### config.mk
export PLATFORM = sky130hd
export DESIGN_NAME = int8_dot_product_accelerator
export DESIGN_NICKNAME = d
export VERILOG_FILES = /design/src/rtl/dpa_pkg.sv /design/src/rtl/dpa_ctrl.sv /design/src/rtl/dpa_datapath.sv /design/src/rtl/int8_dot_product_accelerator.sv
export SDC_FILE = /design/constraint.sdc
export NUM_CORES = 1
export LEC_CHECK = 0
export ABC_AREA = 0
export BUFFER_PORTS_ARGS = -buffer_cell sky130_fd_sc_hd__buf_4
export CAP_MARGIN = 0
export CORE_UTILIZATION = 55
export CTS_BUF_LIST = sky130_fd_sc_hd__clkbuf_2 sky130_fd_sc_hd__clkbuf_4 sky130_fd_sc_hd__clkbuf_8
export DETAILED_ROUTE_END_ITERATION = 8
export PLACE_DENSITY = 0.79
export REMOVE_ABC_BUFFERS = 1
export SYNTH_ARGS = -nofsm -noshare
export SYNTH_HDL_FRONTEND = slang
export SYNTH_SLANG_ARGS = --single-unit
### constraint.sdc
create_clock -name i_clk -period 8.1 [get_ports i_clk]
set_input_delay 0.81 -clock i_clk [delete_from_list [all_inputs] [get_ports i_clk]]
set_output_delay 0.81 -clock i_clk [all_outputs]
set_load 0.02 [all_outputs]
### src/rtl/dpa_pkg.sv
// ----------------------------------------------------------------------------
// dpa_pkg
// Shared types and constants for the int8 dot product accelerator.
// ----------------------------------------------------------------------------
package dpa_pkg;

    localparam int LANES     = 8;
    localparam int LANE_W    = (LANES > 1) ? $clog2(LANES) : 1;
    localparam int ACC_W     = 16 + $clog2(LANES);
    localparam int IDX_W     = 5;
    localparam int DATA_W    = 32;
    localparam int S_TDATA_W = 40;
    localparam int STEPS_W   = 5;

    localparam logic [IDX_W-1:0] IDX_CONTROL = 5'd0;
    localparam logic [IDX_W-1:0] IDX_STATUS  = 5'd1;
    localparam logic [IDX_W-1:0] IDX_RESULT  = 5'd2;
    localparam logic [IDX_W-1:0] IDX_STEPS   = 5'd3;
    localparam logic [IDX_W-1:0] IDX_A_BASE  = 5'd8;
    localparam logic [IDX_W-1:0] IDX_B_BASE  = 5'd16;
    localparam int               A_SPAN      = 8;
    localparam int               B_SPAN      = 16;
    localparam int               DONE_POS    = 1;

    localparam logic MODE_READ  = 1'b0;
    localparam logic MODE_WRITE = 1'b1;

    localparam logic [LANE_W-1:0] LAST_LANE = LANE_W'(LANES - 1);

    // commands from the controller to the datapath
    typedef struct packed {
        logic access;     // perform the accepted register access, load output
        logic mac_clear;  // clear the accumulator
        logic mac_step;   // one multiply-accumulate, rotate operands
        logic commit;     // store result and flags, load a zero output
    } t_dp_cmd;

    // status from the datapath to the controller
    typedef struct packed {
        logic is_start;   // incoming transaction is a start write
    } t_dp_status;

endpackage

### src/rtl/dpa_ctrl.sv
// ----------------------------------------------------------------------------
// dpa_ctrl
// Controller: input/output handshake, MAC sequencing and lane counter.
// ----------------------------------------------------------------------------
module dpa_ctrl import dpa_pkg::*; (
    input  logic       i_clk,
    input  logic       i_rst_n,
    input  logic       i_s_tvalid,
    output logic       o_s_tready,
    output logic       o_m_tvalid,
    input  logic       i_m_tready,
    input  t_dp_status i_status,
    output t_dp_cmd    o_cmd
);

    typedef enum logic [2:0] {
        S_IDLE = 3'b001,
        S_MAC  = 3'b010,
        S_FIN  = 3'b100
    } t_state;

    t_state            r_state, n_state;
    logic [LANE_W-1:0] r_cnt, n_cnt;
    logic              r_out_valid, n_out_valid;
    logic              w_out_free;
    logic              w_accept;

    assign w_out_free = !r_out_valid || i_m_tready;
    assign o_s_tready = (r_state == S_IDLE) && w_out_free;
    assign w_accept   = i_s_tvalid && o_s_tready;
    assign o_m_tvalid = r_out_valid;

    always_comb begin
        n_state = r_state;
        n_cnt   = r_cnt;
        o_cmd   = '0;
        unique case (r_state)
            S_IDLE: begin
                if (w_accept) begin
                    if (i_status.is_start) begin
                        o_cmd.mac_clear = 1'b1;
                        n_cnt           = '0;
                        n_state         = S_MAC;
                    end else begin
                        o_cmd.access = 1'b1;
                    end
                end
            end
            S_MAC: begin
                o_cmd.mac_step = 1'b1;
                n_cnt          = r_cnt + 1'b1;
                if (r_cnt == LAST_LANE) begin
                    n_state = S_FIN;
                end
            end
            S_FIN: begin
                if (w_out_free) begin
                    o_cmd.commit = 1'b1;
                    n_state      = S_IDLE;
                end
            end
            default: begin
                n_state = S_IDLE;
            end
        endcase
    end

    always_comb begin
        if (o_cmd.access || o_cmd.commit) begin
            n_out_valid = 1'b1;
        end else if (i_m_tready) begin
            n_out_valid = 1'b0;
        end else begin
            n_out_valid = r_out_valid;
        end
    end

    always_ff @(posedge i_clk) begin
        if (!i_rst_n) begin
            r_state     <= S_IDLE;
            r_cnt       <= '0;
            r_out_valid <= 1'b0;
        end else begin
            r_state     <= n_state;
            r_cnt       <= n_cnt;
            r_out_valid <= n_out_valid;
        end
    end

    // a pending output is never dropped while stalled
    a_out_hold: assert property (@(posedge i_clk) disable iff (!i_rst_n)
        r_out_valid && !i_m_tready |=> r_out_valid)
        else $error("pending output lost under stall");

    // a start transaction enters the mac sequence
    a_start_mac: assert property (@(posedge i_clk) disable iff (!i_rst_n)
        w_accept && i_status.is_start |=> r_state == S_MAC && r_cnt == '0)
        else $error("start did not enter mac sequence");

    // no new transaction accepted while busy
    a_busy_block: assert property (@(posedge i_clk) disable iff (!i_rst_n)
        r_state != S_IDLE |-> !o_s_tready)
        else $error("input accepted during mac sequence");

    // finishing the sequence produces exactly one output
    a_fin_out: assert property (@(posedge i_clk) disable iff (!i_rst_n)
        r_state == S_FIN && w_out_free |=> r_out_valid && r_state == S_IDLE)
        else $error("finish did not present output");

endmodule

### src/rtl/dpa_datapath.sv
// ----------------------------------------------------------------------------
// dpa_datapath
// Operand registers, multiply-accumulate unit, result registers and read mux.
// ----------------------------------------------------------------------------
module dpa_datapath import dpa_pkg::*; (
    input  logic                 i_clk,
    input  logic                 i_rst_n,
    input  logic [S_TDATA_W-1:0] i_s_tdata,
    input  logic                 i_s_tuser,
    input  t_dp_cmd              i_cmd,
    output t_dp_status           o_status,
    output logic [DATA_W-1:0]    o_m_tdata
);

    logic [7:0]               r_op_a [LANES];
    logic [7:0]               r_op_b [LANES];
    logic signed [ACC_W-1:0]  r_acc;
    logic [DATA_W-1:0]        r_dot_result;
    logic                     r_done;
    logic [STEPS_W-1:0]       r_steps;
    logic [DATA_W-1:0]        r_out_data;

    logic [IDX_W-1:0]         w_idx;
    logic [DATA_W-1:0]        w_wdata;
    logic                     w_write;
    logic [IDX_W-1:0]         w_a_off, w_b_off;
    logic                     w_a_hit, w_b_hit;
    logic [LANE_W-1:0]        w_a_sel, w_b_sel;
    logic [DATA_W-1:0]        w_rdata;
    logic signed [15:0]       w_prod;

    assign w_idx   = i_s_tdata[IDX_W-1:0];
    assign w_wdata = i_s_tdata[IDX_W +: DATA_W];
    assign w_write = (i_s_tuser == MODE_WRITE);

    assign w_a_off = w_idx - IDX_A_BASE;
    assign w_b_off = w_idx - IDX_B_BASE;
    assign w_a_hit = (w_idx >= IDX_A_BASE) && (w_a_off < IDX_W'(A_SPAN))
                     && (w_a_off < IDX_W'(LANES));
    assign w_b_hit = (w_idx >= IDX_B_BASE) && (w_b_off < IDX_W'(B_SPAN))
                     && (w_b_off < IDX_W'(LANES));
    assign w_a_sel = w_a_off[LANE_W-1:0];
    assign w_b_sel = w_b_off[LANE_W-1:0];

    assign o_status.is_start = w_write && (w_idx == IDX_CONTROL) && w_wdata[0];

    always_comb begin
        w_rdata = '0;
        priority if (w_idx == IDX_STATUS) begin
            w_rdata[DONE_POS] = r_done;
        end else if (w_idx == IDX_RESULT) begin
            w_rdata = r_dot_result;
        end else if (w_idx == IDX_STEPS) begin
            w_rdata = DATA_W'(r_steps);
        end else if (w_a_hit) begin
            w_rdata = {{(DATA_W-8){r_op_a[w_a_sel][7]}}, r_op_a[w_a_sel]};
        end else if (w_b_hit) begin
            w_rdata = {{(DATA_W-8){r_op_b[w_b_sel][7]}}, r_op_b[w_b_sel]};
        end else begin
            w_rdata = '0;
        end
    end

    // lane 0 always feeds the multiplier, the operands rotate each step
    assign w_prod = $signed(r_op_a[0]) * $signed(r_op_b[0]);

    always_ff @(posedge i_clk) begin
        if (!i_rst_n) begin
            for (int i = 0; i < LANES; i++) begin
                r_op_a[i] <= '0;
                r_op_b[i] <= '0;
            end
            r_dot_result <= '0;
            r_done       <= 1'b0;
            r_steps      <= '0;
        end else begin
            if (i_cmd.access && w_write && w_a_hit) begin
                r_op_a[w_a_sel] <= w_wdata[7:0];
            end
            if (i_cmd.access && w_write && w_b_hit) begin
                r_op_b[w_b_sel] <= w_wdata[7:0];
            end
            if (i_cmd.mac_step) begin
                for (int i = 0; i < LANES; i++) begin
                    r_op_a[i] <= r_op_a[(i + 1) % LANES];
                    r_op_b[i] <= r_op_b[(i + 1) % LANES];
                end
            end
            if (i_cmd.commit) begin
                r_dot_result <= DATA_W'(r_acc);
                r_done       <= 1'b1;
                r_steps      <= STEPS_W'(LANES);
            end
        end
    end

    always_ff @(posedge i_clk) begin
        if (i_cmd.mac_clear) begin
            r_acc <= '0;
        end else if (i_cmd.mac_step) begin
            r_acc <= r_acc + ACC_W'(w_prod);
        end
        if (i_cmd.access) begin
            r_out_data <= w_write ? '0 : w_rdata;
        end else if (i_cmd.commit) begin
            r_out_data <= '0;
        end
    end

    assign o_m_tdata = r_out_data;

endmodule

### src/rtl/int8_dot_product_accelerator.sv
// ----------------------------------------------------------------------------
// int8_dot_product_accelerator
// Register-mapped signed int8 dot product unit, one register access per
// input transaction and one read value per output transaction.
//
//   channel   dir  handshake                      payload
//   s_axis    in   s_axis_tvalid / s_axis_tready  tdata: word_index, write_data
//                                                 tuser: mode
//   m_axis    out  m_axis_tvalid / m_axis_tready  tdata: read_data
//
// A read or an ordinary write is performed on acceptance; its value sits in the
// output register the cycle after acceptance. A start write holds the input through
// the accepting cycle, LANES mac steps through the single multiply-accumulate unit
// and one commit; its zero value is loaded into the output register at the commit.
// Reset is synchronous, active low, and clears operands and result state. Input is
// accepted while the controller is idle and the output register is empty or being
// drained, so a read value held by a stalled output blocks new transactions and
// delays a pending commit until it is taken.
// ----------------------------------------------------------------------------
module int8_dot_product_accelerator import dpa_pkg::*; (
    input  logic                 i_clk,
    input  logic                 i_rst_n,
    input  logic                 s_axis_tvalid,
    output logic                 s_axis_tready,
    input  logic [S_TDATA_W-1:0] s_axis_tdata,   // [4:0] word_index, [36:5] write_data
    input  logic                 s_axis_tuser,   // [0] mode
    output logic                 m_axis_tvalid,
    input  logic                 m_axis_tready,
    output logic [DATA_W-1:0]    m_axis_tdata    // [31:0] read_data
);

    t_dp_cmd    w_cmd;
    t_dp_status w_status;

    dpa_ctrl u_ctrl (
        .i_clk      (i_clk),
        .i_rst_n    (i_rst_n),
        .i_s_tvalid (s_axis_tvalid),
        .o_s_tready (s_axis_tready),
        .o_m_tvalid (m_axis_tvalid),
        .i_m_tready (m_axis_tready),
        .i_status   (w_status),
        .o_cmd      (w_cmd)
    );

    dpa_datapath u_datapath (
        .i_clk     (i_clk),
        .i_rst_n   (i_rst_n),
        .i_s_tdata (s_axis_tdata),
        .i_s_tuser (s_axis_tuser),
        .i_cmd     (w_cmd),
        .o_status  (w_status),
        .o_m_tdata (m_axis_tdata)
    );

endmodule

# After elaboration in Yosys (flattened, before gate mapping)
# Memory sizes are Yosys's and may differ from the RTL's.
# Index checks and enable logic that the tools add are counted.
[classes]
magnitude_cmp = 5
n_mul = 1
mux = 59
eq_ne = 11
n_reduce_logical = 22
bitwise = 16
n_addsub = 4
[op_table]
columns = ["op", "count"]
rows = [
  ["32-bit 2-to-1 mux", 7],
  ["8-bit 2-to-1 mux", 18],
  ["30-bit 2-to-1 mux", 1],
  ["3-bit 2-to-1 mux", 8],
  ["1-bit 2-to-1 mux", 21],
  ["19-bit by 16-bit adder with 19-bit output", 1],
  ["8-bit by 8-bit multiplier with 16-bit output", 1],
  ["1-bit bitwise OR", 16],
  ["8-bit OR reduction", 2],
  ["1-bit logical AND", 11],
  ["5-bit by 2-bit equality test with 1-bit output, second input constant", 2],
  ["5-bit by 4-bit less-than comparator with 1-bit output, second input constant", 2],
  ["3-bit one-hot mux with 3 select lines", 1],
  ["2-bit by 1-bit != test with 1-bit output, second input constant", 4],
  ["3-bit equality test, second input constant", 2],
  ["3-bit one-hot mux with 2 select lines", 1],
  ["2-bit nonzero test", 3],
  ["5-bit by 1-bit equality test with 1-bit output, second input constant", 1],
  ["5-bit by 4-bit >= comparator with 1-bit output, second input constant", 1],
  ["5-bit >= comparator, second input constant", 1],
  ["5-bit logical NOT", 1],
  ["5-bit less-than comparator, second input constant", 1],
  ["5-bit by 4-bit subtractor with 5-bit output, second input constant", 1],
  ["5-bit subtractor, second input constant", 1],
  ["8 further kinds", 10],
]
[word_totals]
inputBits = 45
ramBits = 128
wordCells = 127
mem_count = 2
output_inout_bits = 34
ff_bits = 78
[mem_list]
columns = ["memory", "words", "word_bits", "rd", "rd_clocked_by_memory_dff", "wr", "line", "text"]
rows = [
  ["u_datapath.r_op_a", 8, 8, 9, 0, 8, "dpa_datapath.sv:15", "logic [7:0] r_op_a [LANES];"],
  ["u_datapath.r_op_b", 8, 8, 9, 0, 8, "dpa_datapath.sv:16", "logic [7:0] r_op_b [LANES];"],
]

# Logic depth before layout (Yosys ltp)
# Gate-level depths: netlist (run 1).
[depth]
ltp_word = 13
mapped_depth = 19
ltp_nobuf = 18

# Cells and area by module
# A second synthesis (run 1) with hierarchy kept.
[hier_totals]
cells_unflattened = 1200
area_unflattened_um2 = 13173.9
[modules_own_cells]
columns = ["module", "instances", "seq_area_each_um2", "cells_each", "area_each_um2"]
rows = [
  ["dpa_datapath", 1, 5195.0, 1151, 12763.5],
  ["dpa_ctrl", 1, 140.1, 49, 410.4],
]

# Least setup slack after synthesis (run 1)
# Ideal clock, no wire load.
[synth_path]
path_kind = "reg-to-reg"
startpoint = "memory u_datapath.r_op_b[0][0]"
endpoint = "register u_datapath.r_acc[14]"
path_buffers = 1
period_less_slack_ps = 5306
arrival_ps = 5188
required_time_ps = 7982
slack_ps = 2794
setup_ps = 118
path_stages_with_launch = 17
cell_sequence = "edfxtp_1 > clkbuf_1 > and2_1 > inv_1 > fa_1 > inv_1 > fa_1 > fa_1 > fa_1 > fa_1 > ha_1 > o21ai_0 > a21oi_1 > o31ai_1 > o21ai_0 > or3_1 > o2111a_1"
[synth_lines]
columns = ["element", "line", "text"]
rows = [
  ["from (decl)", "dpa_datapath.sv:16", ""],
  ["to (signal assigned)", "dpa_datapath.sv:101", "r_acc <= r_acc + ACC_W'(w_prod);"],
  ["to (decl)", "dpa_datapath.sv:17", "logic signed [ACC_W-1:0] r_acc;"],
]

==> results.sh, run 1 <==
export IMPL_run_status="complete, no violations"
export IMPL_drv_slew=0
export IMPL_ctsHoldBuffers=0
export IMPL_worst_r2r_path_depth=15
export IMPL_p_int_uw=1630
export IMPL_ys_seq_area_frac=0.417
export IMPL_grt_max_degree=97
export IMPL_synth_seq_cells=193
export IMPL_fin_crit_sh=0.740
export IMPL_synthAdderAreaFrac=0.177
export IMPL_rows=55
export IMPL_start_util=0.563
export IMPL_rsz0062_at_grt="false"
export IMPL_syn_area_per_cell_um2=10.4
export IMPL_post_place_cells=1467
export IMPL_hold_depth=2
export IMPL_path_max_fanout=12
export IMPL_yosys_area_share_simple=0.130
export IMPL_syn_to_final_growth_pct=5.64
export IMPL_drv_cap=0
export IMPL_n_fill_cell=1847
export IMPL_place_congestion=0.882
export IMPL_top_level_ports=79
export IMPL_synth_compound_area_frac=0.173
export IMPL_skew_ns=0.0147
export IMPL_htree_levels=4
export IMPL_hp_class="flop to flop"
export IMPL_switching_share=0.343
export IMPL_critPathKind="flop to flop"
export IMPL_antenna_found_initial=0
export IMPL_vdd_drop_max_v=0.000111
export IMPL_min_period_ns=5.99
export IMPL_clock_root_buffer="clkbuf_8"
export IMPL_cts_tree="yes"
export IMPL_drt_initial_drc_count=1085
export IMPL_vias=9209
export IMPL_async_flop_share=0
export IMPL_combPwrFrac=0.280
export IMPL_antenna_left=0
export IMPL_grt_pass1_wl_um=48500
export IMPL_cts_buffers=17
export IMPL_p_clk_frac=0.256
export IMPL_p_leak_uw=0.00544
export IMPL_synthMuxAreaShare=0.0305
export IMPL_dp_hpwl_um=22000
export IMPL_ys_warn_count=0
export IMPL_antenna_cells=0
export IMPL_slew_headroom=0.133
export IMPL_fp_dieH_um=154
export IMPL_setup_violations=0
export IMPL_p_per_area_nw_per_um2=184
export IMPL_cp_required_ns=8.48
export IMPL_synthXorXnorAreaFrac=0.00822
export IMPL_p_seq_frac=0.463
export IMPL_hold_viol_final=0
export IMPL_clock_fmax_ghz=0.167
export IMPL_ys_flop_type="edfxtp_1"
export IMPL_ys_types=60
export IMPL_worstSetupEndpointType="flop"
export IMPL_synth_cell_area_um2=12800
export IMPL_cts_setup_buffers=0
export IMPL_nets=1376
export IMPL_power_total_uw=2480
export IMPL_finalNonFillerCells=1499
export IMPL_io_buffers=51
export IMPL_clkTransAtPathRegs_ns=0.10
export IMPL_core_area_um2=22700
export IMPL_clk_latency_ns=0.49
export IMPL_syn_inst=1226
export IMPL_drive_gt1_frac=0.108
export IMPL_p_switching_uw=851
export IMPL_cts_num_sinks=193
export IMPL_start_kind="flop"
export IMPL_grtUsageTotal=0.264
export IMPL_grt_pass1_vias=8909
export IMPL_max_clock_path_buffers=2
export IMPL_dieArea_um2=23900
export IMPL_arrival_ns=6.37
export IMPL_grt_overflow=0
export IMPL_detail_route_vias_per_cell=6.14
export IMPL_avgRoutedWirePerCell_um=20.0
export IMPL_tightest_slew_ns=1.29
export IMPL_fp_dieW_um=154
export IMPL_route_detailed_drc=0
export IMPL_cts_resized=0
export IMPL_dr_pass1_iters=6
export IMPL_tns_ns=0
export IMPL_synth_top_family_by_area="adder cells"
export IMPL_wirelength_um=30000
export IMPL_synth_edf_count=147
## worst max-delay path, cell delays in order, from the launching register on
cell	delay [ns]
edfxtp_1	0.65
and2_1	0.73
inv_1	0.13
fa_1	0.51
inv_1	0.05
fa_1	0.48
fa_1	0.56
fa_1	0.42
fa_1	0.45
ha_1	0.35
o21ai_0	0.19
a21oi_1	0.10
o31ai_1	0.62
o21ai_0	0.19
or3_1	0.33
o2111a_1	0.12
## placed cells by master, fill, tap and decap left out, types with 7 or more instances in the layout
cell type,n
nor2b_1,12
xnor2_1,10
a21oi_1,48
edfxtp_1,147
inv_1,95
a22oi_1,13
a31oi_1,7
and2_1,37
nor2_2,10
nand2b_1,14
mux2i_1,12
o21ai_0,72
buf_4,57
a211oi_1,7
nand3_1,8
a221oi_1,8
nand2_1,193
a21boi_0,21
dfxtp_1,46
a22o_1,98
mux2_2,12
ha_1,46
fa_1,84
clkbuf_8,17
nor2_1,43
## power groups by stage
stage                     clock network, uW  registers, uW  logic, uW
after CTS                               645           1150        688
final                                   635           1150        695
after floorplan                           0           1160        493
after global routing                    683           1150        784
after global placement                    0           1170        657
after detailed placement                  0           1170        680
## final cells by class
type,instances,area [um^2],share of cell area
Clock inverter,15,160,0.0119
Tap cell,285,357,0.0264
Clock buffer,17,234,0.0173
Sequential cell,193,5340,0.395
Inverter,95,357,0.0264
Multi-Input combinational cell,837,6630,0.491
Timing Repair Buffer,57,428,0.0317
## routing by layer
layer / part of all wire / vias up / GRT usage
met5: 0 / - / 0
met4: 0.023 / 0 / 0.0853
met3: 0.094 / 46 / 0.0474
met2: 0.48 / 444 / 0.432
met1: 0.40 / 4474 / 0.358
li1: - / 4245 / -
## registers in the layout, summed over array words and instances, names as in the netlist
name                     count
u_ctrl.o_m_tvalid            1
u_ctrl.r_cnt                 3
u_ctrl.r_state               3
u_datapath.o_m_tdata        19
u_datapath.r_acc            19
u_datapath.r_done            1
u_datapath.r_dot_result     19
u_datapath.r_op_a           64
u_datapath.r_op_b           64
## final timing paths
path                                       startpoint                                        to  slack (ns)
min reg2reg  u_datapath.r_dot_result[16]$_SDFFE_PN0P_  u_datapath.r_dot_result[16]$_SDFFE_PN0P_        0.47
max                 u_datapath.r_op_b[0][0]$_DFFE_PP_         u_datapath.r_acc[14]$_SDFFE_PP0P_        2.11
max reg2reg         u_datapath.r_op_b[0][0]$_DFFE_PP_         u_datapath.r_acc[14]$_SDFFE_PP0P_        2.11
min          u_datapath.r_dot_result[16]$_SDFFE_PN0P_  u_datapath.r_dot_result[16]$_SDFFE_PN0P_        0.47
## cells in the mapped netlist (all sizes together), types with 8 or more instances
library cell | n | area, um^2
edfxtp | 147 | 4410
clkbuf | 49 | 184
xnor2 | 10 | 87.6
a21boi | 21 | 158
mux2 | 12 | 135
nand2b | 14 | 87.6
ha | 46 | 576
fa | 84 | 1680
nand2 | 193 | 724
a221oi | 8 | 70.1
a21oi | 48 | 240
a22oi | 13 | 97.6
nor2 | 53 | 219
o21ai | 73 | 365
a22o | 98 | 858
mux2i | 12 | 120
inv | 95 | 357
nor2b | 12 | 75.1
buf | 52 | 284
dfxtp | 46 | 921
nand3 | 9 | 50.1
nor3 | 12 | 103
and2 | 38 | 238
## cells by family (layout without fill, tap and decap cells)
| group | Yosys count | in the layout |
|---|---|---|
| AO/OA/AOI/OAI | 315 | 315 |
| XOR/XNOR | 12 | 12 |
| adder cells (fa/ha/maj) | 130 | 130 |
| buffers and inverters | 196 | 184 |
| flip-flops | 193 | 193 |
| multiplexers | 30 | 30 |
| AND/OR/NAND/NOR | 350 | 350 |
## metrics by stage
step | utilization | setup slack, ns | hold slack (ns) | cell area [um^2]
after floorplan | - | 2.90 | 0.435 | 12300
after global placement | 0.577 | 2.32 | 0.450 | 13100
after detailed placement | 0.577 | 2.19 | 0.456 | 13100
after CTS | 0.595 | 2.18 | 0.471 | 13500
after global routing | 0.595 | 1.84 | 0.487 | 13500
final | 0.595 | 2.11 | 0.468 | 13500
Note: power is estimated with default switching activity, not from simulation.
==> run 2: changes to the inputs <==
PLACE_DENSITY = 0.82   (was 0.79)
clock period = 5 ns   (was 8.1 ns; I/O delays follow)
==> results.sh, run 2 (same netlist as run 1, synthesis figures left out) <==
export IMPL_setup_violations=0
export IMPL_clkTransAtPathRegs_ns=0.11
export IMPL_post_place_cells=1493
export IMPL_cts_buffers=17
export IMPL_wirelength_um=31400
export IMPL_start_kind="flop"
export IMPL_drv_cap=0
export IMPL_dp_hpwl_um=22700
export IMPL_cts_tree="yes"
export IMPL_drv_slew=0
export IMPL_core_area_um2=22700
export IMPL_run_status="complete, no violations"
export IMPL_met3_usage=0.0504
export IMPL_clk_latency_ns=0.50
export IMPL_antenna_left=0
export IMPL_path_cells="buf_4 > and2_1 > fa_1 > inv_1 > fa_1 > inv_1 > fa_1 > fa_1 > ha_1 > ha_1 > a21o_1 > a21o_1 > a221oi_2 > a21bo_2 > mux2_2 > a21oi_1"
export IMPL_hp_class="input pin to flop"
export IMPL_clock_fmax_ghz=0.206
export IMPL_min_period_ns=4.87
export IMPL_top_level_ports=79
export IMPL_dr_pass1_iters=7
export IMPL_htree_levels=4
export IMPL_worstSetupEndpointType="flop"
export IMPL_rows=55
export IMPL_use_met1=0.348
export IMPL_fp_dieW_um=154
export IMPL_critPathKind="flop to flop"
export IMPL_max_clock_path_buffers=2
export IMPL_busiest_layer="met2"
export IMPL_dieArea_um2=23900
export IMPL_tns_ns=0
export IMPL_grt_overflow=0
export IMPL_slew_headroom=0.229
export IMPL_met2_usage=0.454
export IMPL_fp_dieH_um=154
export IMPL_hold_viol_final=0
export IMPL_p_leak_uw=0.00567
export IMPL_drt_initial_drc_count=1064
export IMPL_vdd_drop_max_v=0.000205
export IMPL_grt_pass1_wl_um=49300
export IMPL_crit_family="adder cells"
export IMPL_route_detailed_drc=0
export IMPL_fin_crit_sh=0.973
export IMPL_detail_route_vias_per_cell=6.14
export IMPL_avgRoutedWirePerCell_um=20.4
export IMPL_drive_gt1_frac=0.143
export IMPL_path_max_fanout=6
export IMPL_antenna_cells=0
export IMPL_layout_commonest_cell="nand2_1"
export IMPL_nets=1414
export IMPL_grt_max_degree=97
export IMPL_p_per_area_nw_per_um2=307
export IMPL_cp_required_ns=5.43
export IMPL_ctsHoldBuffers=0
export IMPL_place_congestion=0.898
export IMPL_syn_to_final_growth_pct=8.55
export IMPL_crit_buf_inv=3
export IMPL_top_regs="u_datapath.r_op_a: 64 flops, u_datapath.r_op_b: 64 flops"
export IMPL_mostFrequentLayoutCells="nand2_1 (193), edfxtp_1 (147), a22o_1 (98), inv_1 (95), buf_4 (95)"
export IMPL_n_fill_cell=1834
export IMPL_io_buffers=51
export IMPL_cpMaxStageDelayCell="fa_1"
export IMPL_grtUsageTotal=0.269
export IMPL_antenna_found_initial=0
export IMPL_cpPeakStageDelay_ns=0.54
export IMPL_tightest_slew_ns=1.14
export IMPL_grt_pass1_vias=9280
export IMPL_clock_root_buffer="clkbuf_8"
export IMPL_start_util=0.563
export IMPL_arrival_ns=5.30
export IMPL_cts_num_sinks=193
export IMPL_skew_ns=0.0263
export IMPL_finalNonFillerCells=1536
export IMPL_critPathMostFrequentCell="fa_1"
export IMPL_vias=9435
-- run 2: cell count changes in the layout (fill, tap and decap cells not counted), sizes merged --
| cell | before | now |
|---|---|---|
| inv | 102 | 101 |
| clkinv | 7 | 4 |
| clkinvlp | 1 | 2 |
| buf | 57 | 95 |
| bufinv | 0 | 2 |
-- run 2: repair_timing --
item,in CTS,in global routing
buffers inserted,2,10
pin swaps,0,1
resized for setup,1,13
setup endpoints to repair,5,7
-- run 2: power breakdown --
group	total (uW)	switching, uW	internal, uW
logic	1280	742	539
registers	1850	58.5	1790
clock network	1120	653	469
total	4260	1450	2800
-- run 2: layout make-up --
cell class                      count  area, um^2  share of cell area
Clock buffer                       17         234              0.0169
Sequential cell                   193        5340               0.384
Inverter                           95         357              0.0257
Clock inverter                     14         193              0.0139
Timing Repair Buffer               95         713              0.0514
Tap cell                          285         357              0.0257
Multi-Input combinational cell    837        6690               0.482
-- run 2: routing by layer --
layer,vias up,routed length (um)
met5,-,0
met4,0,837
met3,53,2770
met2,466,15400
met1,4601,12400
li1,4315,-
-- run 2: metrics by stage --
stage	area (um^2)	util	setup WS (ns)	hold slack [ns]	total power (uW)
finish	13900	0.611	0.134	0.388	4260
floorplan	12300	-	-0.198	0.435	2680
detailed placement	13300	0.586	0.0267	0.458	3060
global placement	13300	0.586	0.0937	0.451	3010
CTS	13700	0.605	0.0300	0.374	4180
global route	13900	0.611	-0.0223	0.389	4450
-- run 2: path summary, 6_finish.rpt --
| check | cells past startpoint | slack [ns] | end | start |
|---|---|---|---|---|
| min | 3 | 0.39 | u_ctrl.o_m_tvalid$_SDFFE_PN0P_ | m_axis_tready |
| min reg2reg | 2 | 0.47 | u_datapath.r_dot_result[8]$_SDFFE_PN0P_ | u_datapath.r_dot_result[8]$_SDFFE_PN0P_ |
| max reg2reg | 16 | 0.13 | u_datapath.r_acc[17]$_SDFFE_PP0P_ | u_datapath.r_op_a[0][6]$_DFFE_PP_ |
| max | 16 | 0.13 | u_datapath.r_acc[17]$_SDFFE_PP0P_ | u_datapath.r_op_a[0][6]$_DFFE_PP_ |
-- run 2: worst reg2reg max path: cells and delay by family, from the launching register on --
kind	cells	cell delay (ns)
AOI/OAI and AO/OA	5	1.01
adders and majority gates	6	2.58
buffers and inverters	3	0.30
DFF	1	0.47
muxes	1	0.28
and+or+nand+nor	1	0.17
